`src/sv/mbb_pkg.sv`:
```
// ---------------------------------------------------------------------------
// Monochrome bitmap blit package
// Shared constants, codes and types for the paged framebuffer blitter.
// ---------------------------------------------------------------------------
package mbb_pkg;

  // Default geometry of the display and of the image words.
  localparam int FB_WIDTH_DEF  = 128;
  localparam int FB_HEIGHT_DEF = 64;
  localparam int WORD_BITS_DEF = 8;

  // Framebuffer organization: pages of eight vertical pixels per byte.
  localparam int FB_BYTES    = 1024;
  localparam int FB_ADDR_W   = $clog2(FB_BYTES);
  localparam int PAGE_STRIDE = 128;
  localparam int PAGE_SHIFT  = $clog2(PAGE_STRIDE);
  localparam int PIX_BITS    = 8;
  localparam int ROW_SHIFT   = $clog2(PIX_BITS);

  // Signed display coordinate: 10-bit offset plus 8-bit image position.
  localparam int COORD_W = 11;

  // Configuration port widths.
  localparam int CFG_IDX_W  = 3;
  localparam int CFG_DATA_W = 10;

  // Request kinds.
  typedef enum logic [1:0] {
    KIND_START = 2'd0,
    KIND_DATA  = 2'd1,
    KIND_READ  = 2'd2,
    KIND_WRITE = 2'd3
  } kind_t;

  // Configuration register indexes.
  typedef enum logic [CFG_IDX_W-1:0] {
    REG_POS_X        = 3'd0,
    REG_POS_Y        = 3'd1,
    REG_IMAGE_WIDTH  = 3'd2,
    REG_IMAGE_HEIGHT = 3'd3,
    REG_CLIP_WIDTH   = 3'd4,
    REG_CLIP_HEIGHT  = 3'd5,
    REG_DRAW_MODE    = 3'd6
  } reg_idx_t;

  // Draw mode codes. Bit one of the mode selects clearing.
  localparam logic [1:0] MODE_HIDDEN    = 2'd0;
  localparam logic [1:0] MODE_SET       = 2'd1;
  localparam int         MODE_CLEAR_BIT = 1;

  // Configuration register file contents.
  typedef struct packed {
    logic signed [9:0] pos_x;
    logic signed [9:0] pos_y;
    logic [7:0]        image_width;
    logic [7:0]        image_height;
    logic [7:0]        clip_width;
    logic [7:0]        clip_height;
    logic [1:0]        draw_mode;
  } cfg_t;

  // Outcome of placing one pixel on the display.
  typedef struct packed {
    logic                 hit;
    logic [FB_ADDR_W-1:0] addr;
    logic [PIX_BITS-1:0]  mask;
  } place_t;

endpackage

```
`src/sv/mbb_place.sv`:
```
// ---------------------------------------------------------------------------
// Blitter pixel placement unit
// Offsets an image pixel onto the display, clips it and forms the byte
// address and bit mask in the paged framebuffer.
// ---------------------------------------------------------------------------
module mbb_place #(
  parameter int FB_WIDTH  = mbb_pkg::FB_WIDTH_DEF,
  parameter int FB_HEIGHT = mbb_pkg::FB_HEIGHT_DEF
) (
  input  mbb_pkg::cfg_t   cfg,
  input  logic [7:0]      col,
  input  logic [7:0]      row,
  output mbb_pkg::place_t place
);
  import mbb_pkg::*;

  logic [COORD_W-1:0] px;
  logic [COORD_W-1:0] py;
  logic [COORD_W-1:0] clip_w;
  logic [COORD_W-1:0] clip_h;

  // Display position of the pixel, two's complement.
  always_comb begin
    px = {{(COORD_W-10){cfg.pos_x[9]}}, cfg.pos_x} + {{(COORD_W-8){1'b0}}, col};
    py = {{(COORD_W-10){cfg.pos_y[9]}}, cfg.pos_y} + {{(COORD_W-8){1'b0}}, row};
  end

  // Clip window; zero or an oversized value selects the whole display.
  always_comb begin
    if (cfg.clip_width == 8'd0 ||
        COORD_W'(cfg.clip_width) > COORD_W'(FB_WIDTH)) begin
      clip_w = COORD_W'(FB_WIDTH);
    end else begin
      clip_w = COORD_W'(cfg.clip_width);
    end
    if (cfg.clip_height == 8'd0 ||
        COORD_W'(cfg.clip_height) > COORD_W'(FB_HEIGHT)) begin
      clip_h = COORD_W'(FB_HEIGHT);
    end else begin
      clip_h = COORD_W'(cfg.clip_height);
    end
  end

  // Window test, page address (wrapping over the buffer) and bit mask.
  always_comb begin
    place.hit  = !px[COORD_W-1] && (px < clip_w) && !py[COORD_W-1] && (py < clip_h);
    place.addr = FB_ADDR_W'(FB_ADDR_W'(py[COORD_W-1:ROW_SHIFT]) << PAGE_SHIFT)
               + px[FB_ADDR_W-1:0];
    place.mask = PIX_BITS'(1) << py[ROW_SHIFT-1:0];
  end

endmodule

```
`config.mk`:
```
export PLATFORM = sky130hd
export DESIGN_NAME = mbb_place
export DESIGN_NICKNAME = d
export VERILOG_FILES = /design/src/sv/mbb_pkg.sv /design/src/sv/mbb_place.sv
export SDC_FILE = /design/constraint.sdc
export NUM_CORES = 1
export LEC_CHECK = 0
export ABC_CLOCK_PERIOD_IN_PS = 5200
export BUFFER_PORTS_ARGS = -buffer_cell sky130_fd_sc_hd__buf_2
export CAP_MARGIN = 40
export CORE_MARGIN = 5
export CORE_UTILIZATION = 45
export DETAILED_ROUTE_END_ITERATION = 10
export PLACE_DENSITY = 0.88
export SYNTH_ARGS = -nofsm -noshare
export SYNTH_HDL_FRONTEND = slang
export SYNTH_SLANG_ARGS = --single-unit
```
`constraint.sdc`:
```
create_clock -name vclk -period 5.2
set_clock_uncertainty 0.05 [all_clocks]
set_input_delay 1.04 -clock vclk [all_inputs]
set_output_delay 1.04 -clock vclk [all_outputs]
set_load 0.01 [all_outputs]
```
==> summary.txt, run 1 <==
Synthesis
  – Mean Syn Cell Area: 7.35 um^2
  – Yosys top cell by area: ha_1
  – Ys Warns: 0
  – Top cells by area, synth: ha_1 29%, nor2_1 6.5%, xnor2_1 5.9%, nand2_1 5.3%, fa_1 4.5%
  – Syn_nets: 286
  – Post-synthesis sequential area ratio: 0%
  – Netlist cell types: 44
  – Post-synth top area share: 29.0%
  – Post-Syn Area: 1340 um^2
  – Mapped Cells: 182

Finish
  – Nets: 359
  – Area occupied by multi-input gates: 1300 um^2
  – Commonest non-fill, non-tap cell in the layout: buf_2
  – Fill cells: 248
  – Commonest cells after routing, fill and taps aside: 71 x buf_2, 31 x ha_1, 23 x nor2_1
  – Synthesis-to-layout area growth: 30.9%
  – Post-layout util: 62.4%
  – Share of cells above drive strength 1: 30.4%
  – Sequential cells: 0
  – Area occupied by registers: 0 um^2
  – N_diodes: 0
  – Design area: 1750 um^2
  – Clkbuf count: 0

Power and ir drop
  – PD cells: 153 nW/um^2
  – Leak: 0.000922 uW
  – Total Power: 268 uW
  – Worst vdd ir: 74.8 uV

Floorplanning
  – Core Region: 2810 um^2
  – Die height: 64.5 um
  – Die W: 64.5 um
  – Initial Util: 47.7%
  – Num rows: 19
  – Die Area: 4160 um^2
  – Num ports: 89

Worst setup path
  – CP Max Fanout: 2
  – Setup crit start kind: primary input
  – Crit path kind: in2out
  – Critical Path RT: 4110 ps
  – Critical Path AT: 3800 ps
  – Worst setup EP type: primary output

Place
  – Placed inst area: 1730 um^2
  – Routability congestion estimate: 0.857
  – Post-DP HPWL: 3.17 mm
  – IO Port Bufs: 71

Detailed routing
  – Pre-antenna DRT Iters: 4
  – DRC Markers: 0
  – Wire per inst: 12.4 um
  – DRT iter0 DRCs: 36
  – Drt via density: 5.47
  – Routed WL: 3.52 mm
  – Antenna-violating nets left: 0
  – Via Count: 1554

STA
  – Setup violations, final: 0
  – Post-route minimum period: 4890 ps
  – Fmax: 0.205 GHz
  – WHS: 2380 ps
  – Final period utilization: 94.0%
  – Hold Violations, Final: 0
  – Max Slew Vio Count: 0
  – Setup_tns: 0 ps

GRT
  – Initial antenna violation count: 0
  – Vias in the first global route: 1455
  – Global-route wire length before repair: 5.90 mm
  – Largest net degree at the start of global routing: 9
  – Total GRT Usage: 16.3%
  – Grt total ovfl: 0

Run status
  – Outcome: finished clean

Hold path
  – HP Class: in2out

Job
  – Max-cap violations: 0

CTS
  – Post-cts hold buffer count: 0
path summary, 6_finish.rpt:
kind,startpoint,end,slack (ps),cells past startpoint
max,cfg[44],place[18],310,16
min,col[0],place[8],2380,3
through the flow:
step                setup slack (ps)  instances
finish                           313        284
global route                   -34.0        284
CTS                              176        283
detailed placement               228        283
global placement                 183        283
floorplan                        457        182
cell type report:
cell class / instances / area share, %
multi-input combinational: 167 / 74.1
timing repair buffer: 72 / 20.7
inverter: 14 / 3.00
tap: 31 / 2.22
power by group:
group          internal, uW  switching, uW  total, uW
sequential                0              0          0
combinational           124            144        268
clock                     0              0          0
total                   124            144        268
timing repair:
item / in CTS / in global routing
buffers inserted: 0 / 1
setup endpoints to repair: 0 / 1
gates resized for setup: 0 / 2
synth_stat cells (2+ instances only):
cell	instances
ha_1	31
nor2_1	23
nand2_1	19
inv_1	14
a21oi_1	10
xnor2_1	9
nand2b_1	7
o21ai_0	7
nand3_1	6
nor3_1	5
xor2_1	4
a21o_1	3
fa_1	3
o21a_1	3
a31oi_1	2
nand4_1	2
nor2b_1	2
nor4_1	2
nor4b_1	2
o21bai_1	2
o31a_1	2
or4_1	2
per-layer routing:
layer / global-route usage, % / wire length [um] / vias up
met5: 0 / 0 / -
met4: 1.32 / 9 / 0
met3: 0.864 / 205 / 2
met2: 30.4 / 1810 / 44
met1: 21.5 / 1490 / 696
li1: - / - / 812
worst max-delay path, cell delays in order:
cell	delay (ps)
buf_2	80
ha_1	170
inv_1	60
fa_2	370
nor2b_4	140
o2111ai_2	120
nand2_1	80
nor2_1	40
xnor2_1	230
ha_1	280
a21oi_1	150
o21ai_0	110
a222oi_1	320
nand4_1	190
a2111oi_4	230
buf_2	180
cells by family after synthesis:
family                     synth area share (%)
xor gates and xnor gates                   10.2
and+or+nand+nor                            27.3
other                                     0.280
muxes                                     0.748
buffers and inverters                      4.21
adders and majority gates                  33.5
AOI/OAI and AO/OA                          23.8
Note: power is estimated with default switching activity, not from simulation.
==> inputs of run 2 (changes only) <==
CELL_PAD_IN_SITES_DETAIL_PLACEMENT = 1   (was unset)
CELL_PAD_IN_SITES_GLOBAL_PLACEMENT = 1   (was unset)
CORE_UTILIZATION = 30   (was 45)
PLACE_DENSITY = 0.89   (was 0.88)
==> run 2 against run 1 <==
Against the previous run:
- critical path depth unchanged
- maximum frequency down 3.2%
- total power up 12%
- cell area up 7.1%
- die area up 42%
- highest routed layer unchanged
- via count up 6.6%
- sequential share of layout area unchanged
- routed wire length up 31%
- critical endpoint unchanged
- utilization down 19 points
==> summary.txt, run 2 (synthesized netlist as in run 1, its figures left out) <==
Worst setup path
  – Crit path from: cfg[44] (unchanged)
  – Max stage delay on crit path: 390 ps (was 370 ps)
  – Critical Path RT: 4110 ps (about the same)
  – Critical Path AT: 3960 ps (was 3800 ps)
  – Worst setup EP type: primary output (unchanged)
  – Setup crit start kind: primary input (unchanged)
  – Worst path slowest cell: a2111oi_2 (was fa_2)
  – Critical path, cell by cell: buf_2, ha_4, inv_2, fa_2, nor2b_4, o2111ai_4, nand2_1, nor2_1, xnor2_1, ha_1, a21oi_2, o21ai_1, a222oi_1, nand4_1, a2111oi_2, buf_2 (was buf_2, ha_1, inv_1, fa_2, nor2b_4, o2111ai_2, nand2_1, nor2_1, xnor2_1, ha_1, a21oi_1, o21ai_0, a222oi_1, nand4_1, a2111oi_4, buf_2)
  – CP most frequent cell: buf_2
  – Crit path kind: in2out (unchanged)
  – CP Max Fanout: 2 (unchanged)

Power and ir drop
  – Leak: 0.000964 uW (was 0.000922 uW)
  – Worst vdd ir: 75.2 uV (was 74.8 uV)
  – PD cells: 160 nW/um^2 (was 153 nW/um^2)
  – Total Power: 300 uW (was 268 uW)

Floorplanning
  – Die height: 76.8 um (was 64.5 um)
  – Die W: 76.8 um (was 64.5 um)
  – Die Area: 5890 um^2 (was 4160 um^2)
  – Initial Util: 30.7% (was 47.7%)
  – Core Region: 4350 um^2 (was 2810 um^2)
  – Num rows: 24 (was 19)
  – Num ports: 89 (unchanged)

Detailed routing
  – Via Count: 1657 (was 1554)
  – Antenna-violating nets left: 0 (unchanged)
  – Wire per inst: 14.7 um (was 12.4 um)
  – Pre-antenna DRT Iters: 4 (unchanged)
  – DRT iter0 DRCs: 31 (was 36)
  – DRC Markers: 0 (unchanged)
  – Drt via density: 5.29 (was 5.47)
  – Routed WL: 4.61 mm (was 3.52 mm)

GRT
  – Vias in the first global route: 1667 (was 1455)
  – Met1 GRT Util: 15.7% (was 21.5%)
  – Met2 Usage GRT: 27.7% (was 30.4%)
  – Initial antenna violation count: 0 (unchanged)
  – Largest net degree at the start of global routing: 9 (unchanged)
  – Total GRT Usage: 13.8% (was 16.3%)
  – Global-route wire length before repair: 7.20 mm (was 5.90 mm)
  – Grt total ovfl: 0 (unchanged)
  – Busiest grt layer: met2 (unchanged)
  – Met3 usage in global routing: 1.76% (was 0.864%)

Finish
  – Clkbuf count: 0 (unchanged)
  – Synthesis-to-layout area growth: 40.2% (was 30.9%)
  – Share of cells above drive strength 1: 36.0% (was 30.4%)
  – Nets: 367 (was 359)
  – Commonest cells after routing, fill and taps aside: 70 x buf_2, 30 x ha_1, 22 x nor2_1 (was 71 x buf_2, 31 x ha_1, 23 x nor2_1)
  – Design area: 1880 um^2 (was 1750 um^2)
  – Commonest non-fill, non-tap cell in the layout: buf_2 (unchanged)
  – Post-layout util: 43.1% (was 62.4%)
  – N_diodes: 0 (unchanged)
  – Area occupied by registers: 0 um^2 (unchanged)
  – Sequential cells: 0 (unchanged)

STA
  – Setup violations, final: 0 (unchanged)
  – Hold Violations, Final: 0 (unchanged)
  – Setup_tns: 0 ps (unchanged)
  – Final worst setup slack: 153 ps (was 313 ps)
  – Post-route minimum period: 5050 ps (was 4890 ps)
  – Final period utilization: 97.1% (was 94.0%)
  – Max Slew Vio Count: 0 (unchanged)
  – Fmax: 0.198 GHz (was 0.205 GHz)

Job
  – Max-cap violations: 0 (unchanged)

Hold path
  – HP Class: in2out (unchanged)
  – Hold_sp: col[0] (unchanged)

Place
  – Dpl ws: 25.0 ps (was 228 ps)
  – Routability congestion estimate: 0.846 (was 0.857)
  – IO Port Bufs: 71 (unchanged)
  – Placed inst area: 1760 um^2 (was 1730 um^2)
  – Post-DP HPWL: 3.96 mm (was 3.17 mm)

Run status
  – Outcome: finished clean (unchanged)
[run 2: routing by layer]
| layer | up-vias | wire [um] |
|---|---|---|
| met5 | - | 0 |
| met4 | 0 | 17 |
| met3 | 2 | 250 |
| met2 | 53 | 2520 |
| met1 | 775 | 1820 |
| li1 | 827 | - |
[run 2: stage by stage]
stage,hold slack (ps),cells
5_1_grt,2370,313
3_5_place_dp,2390,305
4_1_cts,2390,309
3_3_place_gp,2370,305
2_1_floorplan,2180,182
6_report,2350,313
[run 2: power breakdown]
part	internal [uW]	switching, uW
logic	140	160
registers	0	0
clock network	0	0
[run 2: timing repair]
action | CTS | global route
gates resized for setup | 1 | 14
setup endpoints to repair | 1 | 1
pin swaps | 1 | 13
hold buffers | 0 | 0
buffers inserted | 4 | 4
[run 2: final cells by class]
cell class	count	area, um^2
Timing Repair Buffer	80	429
Multi-Input combinational cell	167	1330
Fill cell	579	2480
Tap cell	52	65.1
Inverter	14	52.6
[run 2: final timing paths]
kind                  slack (ps)  cells past startpoint         to
worst max-delay path         150                     16  place[18]
worst min-delay path        2350                      3   place[8]
[run 2: critical path, delay by kind of cell]
family / cells / cell delay (ps)
buffers and inverters: 3 / 340
adders and majority gates: 3 / 820
and+or+nand+nor: 4 / 460
xor gates and xnor gates: 1 / 210
AOI/OAI and AO/OA: 5 / 1070
